==> src/rtl/core/history_ring_with_delete_assert.svh <==
// ----------------------------------------------------------------------------
// History ring assertion macros
// Property templates used by the history ring datapath.
// ----------------------------------------------------------------------------
`ifndef HISTORY_RING_WITH_DELETE_ASSERT_SVH
`define HISTORY_RING_WITH_DELETE_ASSERT_SVH

// Same-cycle implication, checked at every rising clock edge outside reset.
`define HRD_ASSERT(label, clk, rst, ante, cons, msg) \
   label: assert property (@(posedge clk) disable iff (rst) (ante) |-> (cons)) \
      else $error(msg);

// Next-cycle implication.
`define HRD_ASSERT_NEXT(label, clk, rst, ante, cons, msg) \
   label: assert property (@(posedge clk) disable iff (rst) (ante) |=> (cons)) \
      else $error(msg);

`endif

==> src/rtl/core/hrd_pkg.sv <==
// ----------------------------------------------------------------------------
// hrd_pkg
// Operation codes and controller/datapath interface types of the history ring.
// ----------------------------------------------------------------------------
package hrd_pkg;

   // ring depth is fixed: position and count widths below are sized for it
   localparam int DEPTH   = 16;
   localparam int KIND_W  = 2;
   localparam int POS_W   = 4;
   localparam int COUNT_W = 5;

   typedef enum logic [KIND_W-1:0] {
      KIND_PUSH   = 2'd0,
      KIND_READ   = 2'd1,
      KIND_DELETE = 2'd2,
      KIND_CLEAR  = 2'd3
   } hrd_kind_type;

   // Commands from the controller to the datapath (finish also loads the output stage)
   typedef struct packed {
      logic load;
      logic push;
      logic clear;
      logic mark_bad;
      logic walk_start;
      logic walk_step;
      logic read_hit;
      logic del_hit;
      logic del_start;
      logic fetch_next;
      logic sh_step;
      logic fetch_ahead;
      logic del_end;
      logic finish;
   } hrd_cmd_type;

   // Status from the datapath to the controller
   typedef struct packed {
      hrd_kind_type kind;
      logic         pos_ok;
      logic         slot_valid;
      logic         seen_hit;
      logic         more;
      logic         more_next;
   } hrd_status_type;

endpackage

==> src/rtl/core/hrd_ctrl.sv <==
// ----------------------------------------------------------------------------
// hrd_ctrl
// Sequencer of the history ring: decode, slot walk, shift-down and finish.
// ----------------------------------------------------------------------------
module hrd_ctrl (
   input  logic                    clock,
   input  logic                    reset,
   input  logic                    req_valid,
   input  logic                    out_free,
   input  hrd_pkg::hrd_status_type status,
   output logic                    req_ready,
   output hrd_pkg::hrd_cmd_type    cmd
);

   typedef enum logic [6:0] {
      ST_IDLE      = 7'b0000001,
      ST_DECODE    = 7'b0000010,
      ST_WALK      = 7'b0000100,
      ST_DEL_START = 7'b0001000,
      ST_SH_WR     = 7'b0010000,
      ST_DEL_END   = 7'b0100000,
      ST_FIN       = 7'b1000000
   } hrd_state_type;

   hrd_state_type state_ff;
   hrd_state_type state_in;

   always_comb begin
      state_in  = state_ff;
      cmd       = '0;
      req_ready = 1'b0;
      unique case (state_ff)
         ST_IDLE: begin
            req_ready = 1'b1;
            if (req_valid) begin
               cmd.load = 1'b1;
               state_in = ST_DECODE;
            end
         end
         ST_DECODE: begin
            unique case (status.kind)
               hrd_pkg::KIND_PUSH: begin
                  cmd.push = 1'b1;
                  state_in = ST_FIN;
               end
               hrd_pkg::KIND_CLEAR: begin
                  cmd.clear = 1'b1;
                  state_in  = ST_FIN;
               end
               hrd_pkg::KIND_READ, hrd_pkg::KIND_DELETE: begin
                  if (status.pos_ok) begin
                     cmd.walk_start = 1'b1;
                     state_in       = ST_WALK;
                  end else begin
                     cmd.mark_bad = 1'b1;
                     state_in     = ST_FIN;
                  end
               end
               default: state_in = ST_FIN;
            endcase
         end
         ST_WALK: begin
            // stop on the target valid slot, else advance one slot
            if (status.slot_valid && status.seen_hit) begin
               if (status.kind == hrd_pkg::KIND_READ) begin
                  cmd.read_hit = 1'b1;
                  state_in     = ST_FIN;
               end else begin
                  cmd.del_hit = 1'b1;
                  state_in    = ST_DEL_START;
               end
            end else begin
               cmd.walk_step = 1'b1;
            end
         end
         ST_DEL_START: begin
            cmd.del_start = 1'b1;
            if (status.more) begin
               cmd.fetch_next = 1'b1;
               state_in       = ST_SH_WR;
            end else begin
               state_in = ST_DEL_END;
            end
         end
         ST_SH_WR: begin
            cmd.sh_step = 1'b1;
            if (status.more_next) begin
               cmd.fetch_ahead = 1'b1;
            end else begin
               state_in = ST_DEL_END;
            end
         end
         ST_DEL_END: begin
            cmd.del_end = 1'b1;
            state_in    = ST_FIN;
         end
         ST_FIN: begin
            if (out_free) begin
               cmd.finish = 1'b1;
               state_in   = ST_IDLE;
            end
         end
         default: state_in = ST_IDLE;
      endcase
   end

   always_ff @(posedge clock) begin
      if (reset) begin
         state_ff <= ST_IDLE;
      end else begin
         state_ff <= state_in;
      end
   end

endmodule

==> src/rtl/core/hrd_dpath.sv <==
// ----------------------------------------------------------------------------
// hrd_dpath
// Slot store, valid bits, write pointer, valid count and walk/shift indexes.
// ----------------------------------------------------------------------------
`include "history_ring_with_delete_assert.svh"

module hrd_dpath #(
   parameter int DATA_W = 32
) (
   input  logic                         clock,
   input  logic                         reset,
   input  hrd_pkg::hrd_cmd_type         cmd,
   input  logic [hrd_pkg::KIND_W-1:0]   req_kind,
   input  logic [hrd_pkg::POS_W-1:0]    req_pos,
   input  logic [DATA_W-1:0]            req_data,
   output hrd_pkg::hrd_status_type      status,
   output logic [DATA_W-1:0]            res_data,
   output logic                         res_found,
   output logic                         res_bad,
   output logic [hrd_pkg::COUNT_W-1:0]  res_count
);

   localparam int DEPTH = hrd_pkg::DEPTH;
   localparam int IDX_W = $clog2(DEPTH);
   localparam int CNT_W = $clog2(DEPTH + 1);
   localparam int CMP_W = ((CNT_W > hrd_pkg::POS_W) ? CNT_W : hrd_pkg::POS_W) + 1;
   localparam int SUM_W = ((IDX_W > hrd_pkg::POS_W) ? IDX_W : hrd_pkg::POS_W) + 1;
   localparam logic [IDX_W-1:0] LAST_IDX = IDX_W'(DEPTH - 1);

   function automatic logic [IDX_W-1:0] next_idx(input logic [IDX_W-1:0] i);
      return (i == LAST_IDX) ? '0 : i + 1'b1;
   endfunction

   hrd_pkg::hrd_kind_type       kind_ff, kind_in;
   logic [hrd_pkg::POS_W-1:0]   pos_ff, pos_in;
   logic [DATA_W-1:0]           wdata_ff, wdata_in;
   logic [IDX_W-1:0]            wp_ff, wp_in;
   logic [IDX_W-1:0]            idx_ff, idx_in;
   logic [CNT_W-1:0]            seen_ff, seen_in;
   logic [CNT_W-1:0]            k_ff, k_in;
   logic [CNT_W-1:0]            count_ff, count_in;
   logic                        drop_ff, drop_in;
   logic                        found_ff, found_in;
   logic                        bad_ff, bad_in;
   logic [DEPTH-1:0]            valid_ff, valid_in;
   logic [DATA_W-1:0]           slot_mem_ff [DEPTH];
   logic [DATA_W-1:0]           rdata_ff;

   logic [IDX_W-1:0]            nx, nx2, start_idx;
   logic [SUM_W-1:0]            start_sum, start_wrap;
   logic [CMP_W-1:0]            pos_c, cnt_c, k_c;
   logic [CNT_W-1:0]            target;
   logic                        mem_we, mem_re;
   logic [IDX_W-1:0]            mem_waddr, mem_raddr;
   logic [DATA_W-1:0]           mem_wdata;
   logic [CNT_W+hrd_pkg::COUNT_W-1:0] count_wide;

   assign nx  = next_idx(idx_ff);
   assign nx2 = next_idx(nx);

   assign pos_c = CMP_W'(pos_ff);
   assign cnt_c = CMP_W'(count_ff);
   assign k_c   = CMP_W'(k_ff);

   // delete starts pos physical slots after the oldest valid slot
   assign start_sum  = SUM_W'(idx_ff) + SUM_W'(pos_ff);
   assign start_wrap = (start_sum >= SUM_W'(DEPTH)) ? start_sum - SUM_W'(DEPTH) : start_sum;
   assign start_idx  = start_wrap[IDX_W-1:0];

   assign target = (kind_ff == hrd_pkg::KIND_READ) ? CNT_W'(pos_ff) : '0;

   assign status.kind       = kind_ff;
   assign status.pos_ok     = pos_c < cnt_c;
   assign status.slot_valid = valid_ff[idx_ff];
   assign status.seen_hit   = seen_ff == target;
   assign status.more       = (k_c + CMP_W'(1)) < cnt_c;
   assign status.more_next  = (k_c + CMP_W'(2)) < cnt_c;

   always_comb begin
      kind_in  = kind_ff;
      pos_in   = pos_ff;
      wdata_in = wdata_ff;
      wp_in    = wp_ff;
      idx_in   = idx_ff;
      seen_in  = seen_ff;
      k_in     = k_ff;
      count_in = count_ff;
      drop_in  = drop_ff;
      found_in = found_ff;
      bad_in   = bad_ff;
      valid_in = valid_ff;

      if (cmd.load) begin
         kind_in  = hrd_pkg::hrd_kind_type'(req_kind);
         pos_in   = req_pos;
         wdata_in = req_data;
         found_in = 1'b0;
         bad_in   = 1'b0;
      end
      if (cmd.mark_bad) begin
         bad_in = 1'b1;
      end
      if (cmd.walk_start) begin
         idx_in  = wp_ff;
         seen_in = '0;
      end
      if (cmd.walk_step) begin
         idx_in  = nx;
         seen_in = seen_ff + CNT_W'(valid_ff[idx_ff]);
      end
      if (cmd.read_hit) begin
         found_in = 1'b1;
      end
      if (cmd.del_hit) begin
         idx_in = start_idx;
         k_in   = CNT_W'(pos_ff);
      end
      if (cmd.del_start) begin
         // the valid bit at the start slot is the one the shift drops
         drop_in = valid_ff[idx_ff];
      end
      if (cmd.sh_step) begin
         valid_in[idx_ff] = valid_ff[nx];
         idx_in           = nx;
         k_in             = k_ff + 1'b1;
      end
      if (cmd.push) begin
         valid_in[wp_ff] = 1'b1;
         wp_in           = next_idx(wp_ff);
         count_in        = count_ff + CNT_W'(!valid_ff[wp_ff]);
      end
      if (cmd.del_end) begin
         valid_in[idx_ff] = 1'b0;
         wp_in            = (wp_ff == '0) ? LAST_IDX : wp_ff - 1'b1;
         count_in         = count_ff - CNT_W'(drop_ff);
      end
      if (cmd.clear) begin
         valid_in = '0;
         wp_in    = '0;
         count_in = '0;
      end
   end

   assign mem_we    = cmd.push || cmd.sh_step;
   assign mem_waddr = cmd.push ? wp_ff : idx_ff;
   assign mem_wdata = cmd.push ? wdata_ff : rdata_ff;

   // read one slot ahead of the shift write so the next entry is already fetched when it is written
   assign mem_re = cmd.read_hit || cmd.fetch_next || cmd.fetch_ahead;
   always_comb begin
      priority if (cmd.read_hit) begin
         mem_raddr = idx_ff;
      end else if (cmd.fetch_next) begin
         mem_raddr = nx;
      end else begin
         mem_raddr = nx2;
      end
   end

   always_ff @(posedge clock) begin
      if (mem_we) begin
         slot_mem_ff[mem_waddr] <= mem_wdata;
      end
   end

   always_ff @(posedge clock) begin
      if (mem_re) begin
         rdata_ff <= slot_mem_ff[mem_raddr];
      end
   end

   always_ff @(posedge clock) begin
      if (reset) begin
         wp_ff    <= '0;
         count_ff <= '0;
         valid_ff <= '0;
      end else begin
         wp_ff    <= wp_in;
         count_ff <= count_in;
         valid_ff <= valid_in;
      end
   end

   always_ff @(posedge clock) begin
      kind_ff  <= kind_in;
      pos_ff   <= pos_in;
      wdata_ff <= wdata_in;
      idx_ff   <= idx_in;
      seen_ff  <= seen_in;
      k_ff     <= k_in;
      drop_ff  <= drop_in;
      found_ff <= found_in;
      bad_ff   <= bad_in;
   end

   assign count_wide = (CNT_W + hrd_pkg::COUNT_W)'(count_ff);

   assign res_data  = found_ff ? rdata_ff : '0;
   assign res_found = found_ff;
   assign res_bad   = bad_ff;
   assign res_count = count_wide[hrd_pkg::COUNT_W-1:0];

   `HRD_ASSERT(a_count_range, clock, reset, 1'b1, count_ff <= CNT_W'(DEPTH), "valid count above depth")
   `HRD_ASSERT_NEXT(a_clear_empty, clock, reset, cmd.clear, (count_ff == '0) && (valid_ff == '0), "store not empty after clear")
   `HRD_ASSERT_NEXT(a_push_fresh, clock, reset, cmd.push && !valid_ff[wp_ff], count_ff == $past(count_ff) + 1'b1, "push into free slot did not grow count")

endmodule

==> src/rtl/core/history_ring_with_delete.sv <==
// ----------------------------------------------------------------------------
// history_ring_with_delete
// History ring of DEPTH data words with push, read, delete and clear.
// ----------------------------------------------------------------------------
// One request beat is taken at a time. Push, clear and a read or delete at a
// position not below the stored count return their response beat without a
// slot walk. A read walks the ring one slot per cycle from the write pointer
// until it reaches the requested valid entry. A delete walks to the oldest
// valid slot the same way, then shifts the later entries down one slot per
// cycle through the single-write, registered-read slot memory, moving at most
// DEPTH - 1 entries. A new request is taken while the previous response still
// waits in the output register. The response carries the valid count after
// the operation and flags a position outside the stored entries as bad_index.
// ----------------------------------------------------------------------------
module history_ring_with_delete #(
   parameter int  DATA_W = 32,
   localparam int REQ_W  = ((hrd_pkg::POS_W + DATA_W + 7) / 8) * 8,
   localparam int RSP_W  = ((DATA_W + hrd_pkg::COUNT_W + 7) / 8) * 8
) (
   input  logic                       clock,
   input  logic                       reset,
   input  logic                       req_tvalid,
   output logic                       req_tready,
   input  logic [REQ_W-1:0]           req_tdata,   // position, entry_data_in
   input  logic [hrd_pkg::KIND_W-1:0] req_tuser,   // kind
   output logic                       rsp_tvalid,
   input  logic                       rsp_tready,
   output logic [RSP_W-1:0]           rsp_tdata,   // entry_data, stored_count
   output logic [1:0]                 rsp_tuser    // entry_found, bad_index
);

   hrd_pkg::hrd_cmd_type    cmd;
   hrd_pkg::hrd_status_type status;

   logic                        out_free;
   logic [DATA_W-1:0]           res_data;
   logic                        res_found;
   logic                        res_bad;
   logic [hrd_pkg::COUNT_W-1:0] res_count;

   logic                        rsp_valid_ff, rsp_valid_in;
   logic [DATA_W-1:0]           rsp_data_ff;
   logic                        rsp_found_ff;
   logic                        rsp_bad_ff;
   logic [hrd_pkg::COUNT_W-1:0] rsp_count_ff;

   assign out_free = !rsp_valid_ff || rsp_tready;

   hrd_ctrl u_ctrl (
      .clock     (clock),
      .reset     (reset),
      .req_valid (req_tvalid),
      .out_free  (out_free),
      .status    (status),
      .req_ready (req_tready),
      .cmd       (cmd)
   );

   hrd_dpath #(
      .DATA_W (DATA_W)
   ) u_dpath (
      .clock     (clock),
      .reset     (reset),
      .cmd       (cmd),
      .req_kind  (req_tuser),
      .req_pos   (req_tdata[hrd_pkg::POS_W-1:0]),
      .req_data  (req_tdata[hrd_pkg::POS_W +: DATA_W]),
      .status    (status),
      .res_data  (res_data),
      .res_found (res_found),
      .res_bad   (res_bad),
      .res_count (res_count)
   );

   // hold the response beat until the sink takes it
   always_comb begin
      rsp_valid_in = rsp_valid_ff;
      if (cmd.finish) begin
         rsp_valid_in = 1'b1;
      end else if (rsp_tready) begin
         rsp_valid_in = 1'b0;
      end
   end

   always_ff @(posedge clock) begin
      if (reset) begin
         rsp_valid_ff <= 1'b0;
      end else begin
         rsp_valid_ff <= rsp_valid_in;
      end
   end

   always_ff @(posedge clock) begin
      if (cmd.finish) begin
         rsp_data_ff  <= res_data;
         rsp_found_ff <= res_found;
         rsp_bad_ff   <= res_bad;
         rsp_count_ff <= res_count;
      end
   end

   assign rsp_tvalid = rsp_valid_ff;
   assign rsp_tdata  = RSP_W'({rsp_count_ff, rsp_data_ff});
   assign rsp_tuser  = {rsp_bad_ff, rsp_found_ff};

endmodule
==> config.mk <==
export PLATFORM = sky130hd
export DESIGN_NAME = history_ring_with_delete
export DESIGN_NICKNAME = d
export VERILOG_FILES = /design/src/rtl/core/hrd_pkg.sv /design/src/rtl/core/hrd_ctrl.sv /design/src/rtl/core/hrd_dpath.sv /design/src/rtl/core/history_ring_with_delete.sv
export VERILOG_INCLUDE_DIRS = /design/src /design/src/rtl/core
export SDC_FILE = /design/constraint.sdc
export NUM_CORES = 1
export LEC_CHECK = 0
export BUFFER_PORTS_ARGS = -buffer_cell sky130_fd_sc_hd__buf_2
export CAP_MARGIN = 0
export CORE_AREA = 3 3 327 296
export DETAILED_ROUTE_END_ITERATION = 8
export DIE_AREA = 0 0 330 299
export SLEW_MARGIN = 20
export SYNTH_ARGS = -nofsm -noshare
export SYNTH_HDL_FRONTEND = slang
export SYNTH_SLANG_ARGS = --single-unit
==> constraint.sdc <==
create_clock -name clock -period 4.6 [get_ports clock]
set_input_delay 0.92 -clock clock [delete_from_list [all_inputs] [get_ports clock]]
set_output_delay 0.92 -clock clock [all_outputs]
set_load 0.01 [all_outputs]
==> results of run 1 <==
[sequential cells by signal, indices dropped and copies added, names as in the netlist, 2 cells and up]
register	cells
u_dpath.slot_mem_ff	512
rsp_data_ff	32
u_dpath.idx_ff	4
u_dpath.res_count	5
u_dpath.kind_ff	2
u_dpath.wdata_ff	32
rsp_count_ff	5
u_dpath.valid_ff	16
u_dpath.seen_ff	5
u_dpath.k_ff	5
u_dpath.wp_ff	4
u_dpath.rdata_ff	32
u_dpath.pos_ff	4
u_ctrl.state_ff	7
[cells in the final DEF (no fill, tap or decap), types with 17 or more instances in the layout]
| cell type | instances |
|---|---|
| a21oi_1 | 28 |
| and2_1 | 38 |
| buf_12 | 25 |
| buf_2 | 82 |
| buf_4 | 45 |
| clkbuf_16 | 74 |
| dfxtp_1 | 35 |
| edfxtp_1 | 636 |
| ha_1 | 35 |
| inv_1 | 21 |
| mux2_1 | 95 |
| mux2_2 | 34 |
| nand2_1 | 147 |
| nand3_1 | 23 |
| nand4_1 | 38 |
| nor2_1 | 27 |
| nor2_4 | 17 |
| o2111ai_1 | 128 |
| o211ai_1 | 386 |
[layout make-up]
type / count / area, um^2
Clock inverter: 30 / 342
Multi-Input combinational cell: 1182 / 9280
Tap cell: 1242 / 1550
Sequential cell: 671 / 19800
Inverter: 23 / 86.3
Clock buffer: 93 / 1950
Fill cell: 8680 / 59000
Timing Repair Buffer: 152 / 1250
[synth_stat cells, drive strengths merged, types with 14 or more instances]
library cell / n
a21oi: 29
a221oi: 15
and2: 39
buf: 69
clkbuf: 142
dfxtp: 35
edfxtp: 636
ha: 35
inv: 22
mux2: 129
mux2i: 15
mux4: 14
nand2: 149
nand3: 24
nand4: 39
nor2: 44
o2111ai: 128
o211ai: 386
[metal layers]
| metal | routed length [um] | vias up |
|---|---|---|
| li1 | - | 8512 |
| met1 | 35600 | 9982 |
| met2 | 41600 | 888 |
| met3 | 6170 | 193 |
| met4 | 2990 | 0 |
| met5 | 0 | - |
[kinds of logic after synthesis]
logic type	share of synthesized area, %
other cells	0.0126
buf+inv	3.46
fa+ha+maj	1.60
mux	6.42
compound gates	16.0
flops	66.3
simple gates	5.57
xor+xnor	0.616
[worst min path at each step]
stage / start / endpoint / slack, ns / cells past startpoint
final: u_dpath.res_bad / rsp_bad_ff / 0.46 / 0
after global routing: u_dpath.res_bad / rsp_bad_ff / 0.47 / 0
after CTS: req_tdata[8] / u_dpath.wdata_ff[4] / 0.46 / 1
after detailed placement: u_dpath.res_bad / rsp_bad_ff / 0.45 / 0
after global placement: u_dpath.res_bad / rsp_bad_ff / 0.45 / 0
after floorplan: u_dpath.res_bad / rsp_bad_ff / 0.41 / 0
[power groups by stage]
stage	clock (W)	combinational [W]	sequential, W
5_1_grt	0.00602	0.000483	0.00675
6_report	0.00569	0.000441	0.00674
4_1_cts	0.00579	0.000445	0.00674
2_1_floorplan	0	0.000278	0.00686
3_3_place_gp	0	0.000433	0.00687
3_5_place_dp	0	0.000443	0.00687
[critical path, delay by kind of cell, from the launching register on]
family	cells	cell delay, ns
AND/OR/NAND/NOR	1	0.12
buffers and inverters	1	0.40
adder cells (fa/ha/maj)	2	0.56
AO/OA/AOI/OAI	7	2.35
flip-flops	1	0.48
XOR/XNOR	1	0.21
[metrics by stage]
step / hold WS [ns] / setup slack (ns) / area (um^2)
finish: 0.458 / 0.305 / 34300
global route: 0.465 / 0.145 / 34300
CTS: 0.458 / 0.352 / 34300
detailed placement: 0.454 / 0.385 / 32000
global placement: 0.448 / 0.505 / 32000
floorplan: 0.409 / 0.452 / 29900
==> summary.txt, run 1 <==
Reg-to-reg endpoint: u_dpath.rdata_ff[15]
Clock Path Buffers: 3
Fin crit period: 4.29 ns
Worst EP required: 5.05 ns
Unrepaired setup endpoints after global routing: no
Cts bufs inserted: 70
Via-to-Cell Ratio: 5.77
Asr flop ratio synth: 0%
EDFF count, synth: 636
Pleak: 10.9 nW
P per Cell Area: 376 mW/mm^2
Later-pin clock latency in the skew report: 0.60 ns
DR pass1 iterations: 7
Sw Pwr: 0.00265 W
Io pins: 90
CTS Root Cell: clkbuf_16
Share of total power in sequential cells: 52.4%
GR Overflow Total: 0
DRT antenna net count: 0
Data arrival, critical path: 4.75 ns
Clock sinks: 671
Die Wd: 330 um
Largest cells by area after synthesis: edfxtp_1 64%, o211ai_1 9.7%, o2111ai_1 3.8%, mux2_1 3.6%, dfxtp_1 2.3%
First-pass GRT wire length: 128 mm
Area leader, netlist: edfxtp_1
Drt first-iter violations: 1845
Final core occ: 36.8%
CP Launch Type: flop
Number of synthesized register bits: 671
Synth warn: 0
Placed cells: 3270
Sw Share: 20.6%
Sequential fraction of the synthesis area: 66.3%
M1 GR Usage: 22.5%
Full die area: 0.0987 mm^2
RePlAce Congestion: 0.871
Antenna cells: 0
Combinational power share: 3.4%
Setup crit start: u_dpath.k_ff[0]
Post-CTS Setup Repair Bufs: 0
Number of remaining DRC errors: 0
Clock Power Share: 44.2%
Mean Syn Cell Area: 14.3 um^2
CTS Hold Buffers Added: 0
Routed via count: 19.6k
# rows: 106
Top cell type's share of synthesized area: 63.9%
Cells after Synth: 2085
Max cap viols: 0
Total design power: 0.0129 W
Clock transition at path regs: 0.06 ns
DR WL/cell: 25.5 um
Layout cells sized above 1: 15.8%
Crit Path Class: reg -> reg
DP HPWL: 45.2 mm
Die height: 299 um
Worst Hold Class: reg -> reg
Worst vdd ir: 0.204 mV
Max-slew violation count: 0
Rel. slew slack: 23.7%
P_int: 0.0102 W
Top_reg_cell synth: edfxtp_1
Critical-path cell list: ha_1, xor2_1, ha_1, a21o_1, a31oi_1, o21a_1, a211oi_1, o21a_1, o31ai_4, buf_4, o211ai_1, nand4_1
Flop-to-flop setup slack: 0.31 ns
Nets: 2183
# port buffers: 82
Final TNS setup: 0 ns
Netlist cell types: 64
Final Cycle Share: 93.4%
Core area: 0.0932 mm^2
Largest net degree at the start of global routing: 129
Area grow syn2layout: 14.7%
Total Routing Usage GR: 17.0%
GR Util met3: 2.71%
Effective utilization at floorplan: 32.0%
Worst Tran Pin Value: 1.14 ns
Mapped Area: 0.0299 mm^2
CTS tree: built
Reg2reg path depth: 12
Met2 usage: 27.9%
Fin. Hold Viols: 0
Number of global-route vias before repair: 20.1k
Crit path max-delay cell type: o31ai_4
Fin cells: 3393
GR peak layer: met2
RR Startpoint: u_dpath.k_ff[0]
Count of final setup violators: 0
Critical path fanouts, max: 14
CTS H-Tree Depth: 3
Final wirelength: 86.4 mm
Worst Skew: 0.0144 ns
Status: complete, no violations
Capturing element type of the critical path: flop
Worst path max stage delay: 0.94 ns
Resized cells post-CTS: 0
Fmax: 233 MHz
Critical Path End: u_dpath.rdata_ff[15]
Initial antenna violation count: 1
Power figures use the tool's default switching activity.
==> run 2, diff against run 1 <==
--- a/config.mk
+++ b/config.mk
@@ -8,10 +8,11 @@
 export LEC_CHECK = 0
 export BUFFER_PORTS_ARGS = -buffer_cell sky130_fd_sc_hd__buf_2
 export CAP_MARGIN = 0
-export CORE_AREA = 3 3 327 296
+export CORE_AREA = 3 3 320 290
 export DETAILED_ROUTE_END_ITERATION = 8
-export DIE_AREA = 0 0 330 299
+export DIE_AREA = 0 0 323 293
 export SLEW_MARGIN = 20
 export SYNTH_ARGS = -nofsm -noshare
 export SYNTH_HDL_FRONTEND = slang
+export SYNTH_HIERARCHICAL = 1
 export SYNTH_SLANG_ARGS = --single-unit
==> summary.txt, run 2 <==
Cts bufs inserted: 70 (unchanged)
Number of global-route vias before repair: 17.6k (was 20.1k)
Area share of fa/ha/maj cells after synthesis: 1.67% (was 1.60%)
Worst Skew: 0.0139 ns (was 0.0144 ns)
Fin crit period: 4.23 ns (was 4.29 ns)
Simple-gate share of the synthesized area: 15.0% (was 5.57%)
Data arrival, critical path: 4.58 ns (was 4.75 ns)
Largest net degree at the start of global routing: 88 (was 129)
RePlAce Congestion: 0.863 (was 0.871)
Mux cell area share after synthesis: 2.92% (was 6.42%)
CTS Root Cell: clkbuf_16 (unchanged)
Pleak: 11.5 nW (was 10.9 nW)
CP Launch Type: flop (unchanged)
Top cell type's share of synthesized area: 66.7% (was 63.9%)
Cells after Synth: 2253 (was 2085)
Worst vdd ir: 0.259 mV (was 0.204 mV)
Most flops, register: u_dpath/slot_mem_ff (was u_dpath.slot_mem_ff)
Clock sinks: 671 (unchanged)
Sequential fraction of the synthesis area: 69.2% (was 66.3%)
Unrepaired setup endpoints after global routing: no (unchanged)
Final wirelength: 72.1 mm (was 86.4 mm)
EDFF count, synth: 636 (unchanged)
Max-slew violation count: 0 (unchanged)
Worst Tran Pin Value: 0.996 ns (was 1.14 ns)
Status: complete, no violations (unchanged)
Final TNS setup: 0 ns (unchanged)
Routed via count: 18.3k (was 19.6k)
Effective utilization at floorplan: 32.0% (about the same)
Post-Place Setup Slack: 0.0840 ns (was 0.385 ns)
Synth warn: 6 (was 0)
Netlist cell types: 77 (was 64)
Die height: 293 um (was 299 um)
Mean Syn Cell Area: 12.7 um^2 (was 14.3 um^2)
Full die area: 0.0946 mm^2 (was 0.0987 mm^2)
Combinational power share: 2.0% (was 3.4%)
GR Overflow Total: 0 (unchanged)
DR pass1 iterations: 8 (was 7)
CTS tree: built (unchanged)
Min Hold Slack: 0.450 ns (was 0.458 ns)
DR WL met2: 34.7 mm (was 41.6 mm)
Clock transition at path regs: 0.06 ns (about the same)
Total Routing Usage GR: 14.9% (was 17.0%)
Max reg flops: 512 (unchanged)
Drt first-iter violations: 1849 (was 1845)
DP HPWL: 40.0 mm (was 45.2 mm)
Xor/xnor share of the synthesized area: 0.643% (was 0.616%)
Critical path fanouts, max: 68 (was 14)
Asr flop ratio synth: 0% (unchanged)
Worst EP required: 4.95 ns (was 5.05 ns)
CTS Hold Buffers Added: 0 (unchanged)
Crit Path Class: reg -> reg (unchanged)
Worst Hold Class: reg -> reg (unchanged)
Area grow syn2layout: 15.9% (was 14.7%)
Number of remaining DRC errors: 0 (unchanged)
Die Wd: 323 um (was 330 um)
Capturing element type of the critical path: flop (unchanged)
Rel. slew slack: 33.6% (was 23.7%)
First-pass GRT wire length: 108 mm (was 128 mm)
Clock Power Share: 44.9% (was 44.2%)
Post-synthesis compound-gate area fraction: 7.42% (was 16.0%)
Fin. Hold Viols: 0 (unchanged)
Main combinational cell family by area after synthesis: simple AND/OR/NAND/NOR gates (was compound AO/OA/AOI/OAI gates)
Share of total power in sequential cells: 53.1% (was 52.4%)
Sw Share: 19.8% (was 20.6%)
Top-count cell post-synth: nand2_1 (was edfxtp_1)
Post-synth top cells: 641 x nand2_1, 636 x edfxtp_1, 146 x nand3_1, 126 x o211ai_1, 63 x clkbuf_1 (was 636 x edfxtp_1, 386 x o211ai_1, 148 x nand2_1, 135 x clkbuf_1, 128 x o2111ai_1)
CTS H-Tree Depth: 3 (unchanged)
DR WL/cell: 20.3 um (was 25.5 um)
Metal-1 WL: 31.1 mm (was 35.6 mm)
P per Cell Area: 379 mW/mm^2 (was 376 mW/mm^2)
Commonest cells after routing, fill and taps aside: 641 x nand2_1, 636 x edfxtp_1, 146 x nand3_1 (was 636 x edfxtp_1, 386 x o211ai_1, 147 x nand2_1)
Mapped Area: 0.0286 mm^2 (was 0.0299 mm^2)
Fmax: 236 MHz (was 233 MHz)
P_int: 0.0101 W (was 0.0102 W)
Sw Pwr: 0.00249 W (was 0.00265 W)
Clock Path Buffers: 3 (unchanged)
Met3 wire len: 5.01 mm (was 6.17 mm)
Top_reg_cell synth: edfxtp_1 (unchanged)
Final worst setup slack: 0.370 ns (was 0.305 ns)
Final Cycle Share: 91.9% (was 93.4%)
Max cap viols: 0 (unchanged)
Largest cells by area after synthesis: edfxtp_1 67%, nand2_1 8.4%, o211ai_1 3.3%, nand3_1 2.6%, dfxtp_1 2.4% (was edfxtp_1 64%, o211ai_1 9.7%, o2111ai_1 3.8%, mux2_1 3.6%, dfxtp_1 2.3%)
Core area: 0.0895 mm^2 (was 0.0932 mm^2)
Total design power: 0.0126 W (was 0.0129 W)
Later-pin clock latency in the skew report: 0.61 ns (was 0.60 ns)
# port buffers: 82 (unchanged)
Number of synthesized register bits: 671 (unchanged)
Io pins: 90 (unchanged)
DRT antenna net count: 0 (unchanged)
# rows: 104 (was 106)
Most common cell after layout, fill and taps aside: nand2_1 (was edfxtp_1)
Layout cells sized above 1: 14.6% (was 15.8%)
Count of final setup violators: 0 (unchanged)
Via-to-Cell Ratio: 5.14 (was 5.77)
Nets: 2418 (was 2183)
Max layer used: met4 (unchanged)
Initial antenna violation count: 1 (unchanged)
Area leader, netlist: edfxtp_1 (unchanged)
## run 2: cell count changes in the layout (fill, tap and decap cells not counted), sizes merged, moves of 15 or more
cell	before	now
a222oi	0	15
nand3	24	147
mux2	129	33
nand2	149	641
o2111ai	128	0
o211ai	386	127
o21ai	13	30
## run 2: timing repair
item / CTS / global route
setup buffers: 0 / 5
endpoints found under the setup margin: 0 / 32
gates resized for setup: 0 / 7
## run 2: final timing paths
| check | depth (start not counted) | slack (ns) | start | to |
|---|---|---|---|---|
| hold reg to reg | 0 | 0.45 | u_dpath/res_bad | rsp_bad_ff |
| hold / removal | 0 | 0.45 | u_dpath/res_bad | rsp_bad_ff |
| setup reg to reg | 20 | 0.37 | u_dpath/k_ff[0] | u_dpath/rdata_ff[29] |
| setup / recovery | 20 | 0.37 | u_dpath/k_ff[0] | u_dpath/rdata_ff[29] |
## run 2: routing by layer
| layer | vias up | track usage [%] |
|---|---|---|
| li1 | 8435 | - |
| met1 | 9121 | 20.4 |
| met2 | 641 | 24.5 |
| met3 | 96 | 2.31 |
| met4 | 0 | 4.41 |
| met5 | - | 0 |
## run 2: cell type report
cell class | count | area [um^2]
fillers | 8414 | 56400
flip-flops and latches | 671 | 19800
multi-input cells | 1399 | 8130
clock buffers | 91 | 1920
well taps | 1166 | 1460
repair buffers | 159 | 1350
clock inverters | 35 | 367
inverters | 34 | 128
diodes | 1 | 2.50
## run 2: metrics by stage
stage	util, %	instances	area (um^2)
4_1_cts	36.9	3549	33100
5_1_grt	37.0	3555	33200
3_5_place_dp	34.4	3423	30800
3_3_place_gp	34.4	3423	30800
2_1_floorplan	-	2255	28600
6_report	37.0	3556	33200
## run 2: cell families after synthesis
family / Yosys count
xor+xnor: 21
compound gates: 288
flops: 671
fa+ha+maj: 37
mux: 64
buf+inv: 186
simple gates: 985
other cells: 1
## run 2: power groups by stage
stage | sequential [W] | clock [W] | combinational [W]
6_report | 0.00668 | 0.00565 | 0.000248
3_3_place_gp | 0.00681 | 0 | 0.000241
3_5_place_dp | 0.00681 | 0 | 0.000248
4_1_cts | 0.00668 | 0.00578 | 0.000249
5_1_grt | 0.00668 | 0.00603 | 0.000278
2_1_floorplan | 0.00679 | 0 | 0.000164
## run 2: worst max-delay path: stages, from the launching register on
cell	delay [ns]
edfxtp_1	0.39
ha_1	0.24
xor2_1	0.21
ha_1	0.26
nor2b_1	0.13
o21ai_0	0.17
nand2b_1	0.10
a221oi_2	0.29
buf_4	0.17
inv_1	0.07
nor3_4	0.25
buf_6	0.20
nor3_1	0.08
xnor2_1	0.26
o21ai_4	0.10
buf_12	0.15
buf_12	0.13
buf_12	0.18
a211oi_1	0.20
a31oi_1	0.06
a221o_1	0.33
==> run 3, diff against run 2 <==
--- a/config.mk
+++ b/config.mk
@@ -9,6 +9,8 @@
 export BUFFER_PORTS_ARGS = -buffer_cell sky130_fd_sc_hd__buf_2
 export CAP_MARGIN = 0
 export CORE_AREA = 3 3 320 290
+export CTS_BUF_LIST = sky130_fd_sc_hd__clkbuf_4
+export CTS_CLUSTER_DIAMETER = 40
 export DETAILED_ROUTE_END_ITERATION = 8
 export DIE_AREA = 0 0 323 293
 export SLEW_MARGIN = 20
==> constraint.sdc (replaced) <==
create_clock -name clock -period 4.6 [get_ports clock]
set_input_delay 0.92 -clock clock [delete_from_list [all_inputs] [get_ports clock]]
set_output_delay 0.92 -clock clock [all_outputs]
set_load 0.05 [all_outputs]
==> summary.txt, run 3 (synthesis gave the netlist of run 2 again) <==
Drt first-iter violations: 1820 (was 1849)
Worst EP required: 5.39 ns (was 4.95 ns)
DR WL/cell: 19.6 um (was 20.3 um)
First-pass GRT wire length: 109 mm (was 108 mm)
Fin crit period: 4.29 ns (was 4.23 ns)
RePlAce Congestion: 0.863 (unchanged)
Layout cells sized above 1: 19.9% (was 14.6%)
Setup crit start: u_dpath/k_ff[0] (unchanged)
CTS H-Tree Depth: 4 (was 3)
Number of remaining DRC errors: 0 (unchanged)
Core area: 0.0895 mm^2 (unchanged)
Worst path max stage delay: 0.44 ns (was 0.39 ns)
Largest net degree at the start of global routing: 88 (unchanged)
Worst vdd ir: 0.172 mV (was 0.259 mV)
Delay-heaviest family, CP: simple AND/OR/NAND/NOR gates (was compound AO/OA/AOI/OAI gates)
Worst Tran Pin Value: 1.01 ns (was 0.996 ns)
DR pass1 iterations: 8 (unchanged)
Initial antenna violation count: 5 (was 1)
Crit path max-delay cell type: and2_1 (was edfxtp_1)
Rel. slew slack: 32.7% (was 33.6%)
Most common cell after layout, fill and taps aside: nand2_1 (unchanged)
Min Hold Slack: 0.142 ns (was 0.450 ns)
Worst Hold Class: in -> reg (was reg -> reg)
Total Routing Usage GR: 15.1% (was 14.9%)
Worst Skew: 0.0482 ns (was 0.0139 ns)
Final core occ: 37.1% (was 37.0%)
Pleak: 11.7 nW (was 11.5 nW)
Max-slew violation count: 0 (unchanged)
Final Cycle Share: 93.2% (was 91.9%)
Full die area: 0.0946 mm^2 (unchanged)
Reg2reg path depth: 18 (was 20)
CTS Root Cell: clkbuf_4 (was clkbuf_16)
GR Overflow Total: 0 (unchanged)
CTS tree: built (unchanged)
Io pins: 90 (unchanged)
DRT antenna net count: 0 (unchanged)
Routed via count: 18.9k (was 18.3k)
Critical-path cell list: ha_1, xor2_1, ha_1, nor2b_1, o21ai_0, nand2b_1, a221oi_2, buf_4, inv_1, nor3_4, nor2_1, o211a_1, mux2i_1, and2_1, and2_1, buf_12, o211ai_1, nand4_1 (was ha_1, xor2_1, ha_1, nor2b_1, o21ai_0, nand2b_1, a221oi_2, buf_4, inv_1, nor3_4, buf_6, nor3_1, xnor2_1, o21ai_4, buf_12, buf_12, buf_12, a211oi_1, a31oi_1, a221o_1)
Reg-to-reg endpoint: u_dpath/rdata_ff[6] (was u_dpath/rdata_ff[29])
Crit Path Class: reg -> reg (unchanged)
Fmax: 233 MHz (was 236 MHz)
Effective utilization at floorplan: 32.0% (unchanged)
Max cap viols: 0 (unchanged)
Nets: 2546 (was 2418)
Later-pin clock latency in the skew report: 0.97 ns (was 0.61 ns)
Data arrival, critical path: 5.07 ns (was 4.58 ns)
Number of global-route vias before repair: 18.5k (was 17.6k)
Fin. Hold Viols: 0 (unchanged)
Max reg flops: 512 (unchanged)
CP bufs+invs: 3 (was 6)
Most flops, register: u_dpath/slot_mem_ff (unchanged)
Critical Path End: u_dpath/rdata_ff[6] (was u_dpath/rdata_ff[29])
Capturing element type of the critical path: flop (unchanged)
DP HPWL: 40.0 mm (unchanged)
Critical path fanouts, max: 17 (was 68)
Fin cells: 3745 (was 3556)
Final wirelength: 73.4 mm (was 72.1 mm)
Via-to-Cell Ratio: 5.06 (was 5.14)
RR Startpoint: u_dpath/k_ff[0] (unchanged)
Cts bufs inserted: 172 (was 70)
Flop-to-flop setup slack: 0.31 ns (was 0.37 ns)
Count of final setup violators: 0 (unchanged)
Clock transition at path regs: 0.06 ns (about the same)
# rows: 104 (unchanged)
Clock Path Buffers: 3 (unchanged)
Placed cells: 3423 (unchanged)
P per Cell Area: 355 mW/mm^2 (was 379 mW/mm^2)
Clock sinks: 671 (unchanged)
CP Launch Type: flop (unchanged)
Die Wd: 323 um (unchanged)
Commonest cells after routing, fill and taps aside: 641 x nand2_1, 636 x edfxtp_1, 243 x clkbuf_4 (was 641 x nand2_1, 636 x edfxtp_1, 146 x nand3_1)
Critical Path Stages: 18 (was 20)
Die height: 293 um (unchanged)
Status: complete, no violations (unchanged)
# port buffers: 82 (unchanged)
Area grow syn2layout: 16.1% (was 15.9%)
==> run 3: changes by cell type in the layout (fill, tap and decap cells not counted), sizes merged <==
cell and delta:
buf +3, bufinv -6, clkbuf +154, clkinv +10, clkinvlp +2, diode +1
dlygate4sd3 +21, inv +4
==> run 3: how the worst min path moves through the flow <==
stage,slack (ns),start,cells past startpoint,to
floorplan,0.41,u_dpath/res_bad,0,rsp_bad_ff
global placement,0.43,u_dpath/res_bad,0,rsp_bad_ff
detailed placement,0.44,u_dpath/res_bad,0,rsp_bad_ff
CTS,0.003,req_tdata[17],1,u_dpath/wdata_ff[13]
global route,0.04,req_tdata[17],1,u_dpath/wdata_ff[13]
finish,0.14,req_tdata[0],1,u_dpath/pos_ff[0]
==> run 3: power by group <==
part / total [W] / internal [W] / switching, W
logic: 0.000280 / 0.0000992 / 0.000181
clock network: 0.00484 / 0.00249 / 0.00235
registers: 0.00668 / 0.00665 / 0.0000274
total: 0.0118 / 0.00924 / 0.00256
==> run 3: per-layer routing <==
metal	wire, um	track usage [%]	vias up
met4	1440	5.60	2
met5	13	0	-
met3	5320	3.29	118
met2	35100	24.5	755
met1	31500	20.0	9279
li1	-	-	8792
==> run 3: layout make-up <==
type	instances	area (um^2)
tap	1166	1460
antenna	2	5.00
sequential	671	19800
clock buffer	243	1820
fill	8531	56300
timing repair buffer	185	1620
inverter	34	128
multi-input combinational	1399	8130
clock inverter	45	256
==> run 3: through the flow <==
step	cell area (um^2)	setup WS, ns	TNS (ns)	power, W
floorplan	28600	0.276	0	0.00697
global placement	30800	0.170	0	0.00706
detailed placement	30800	0.0840	0	0.00707
CTS	33100	0.0304	0	0.0120
global route	33200	-0.0106	-0.0132	0.0123
finish	33200	0.313	0	0.0118
==> run 3: timing repair <==
item,4_1_cts,5_1_grt
buffers inserted,0,8
setup endpoints to repair,0,32
hold buffers,21,0
hold endpoints to repair,21,0
gates resized for setup,0,7
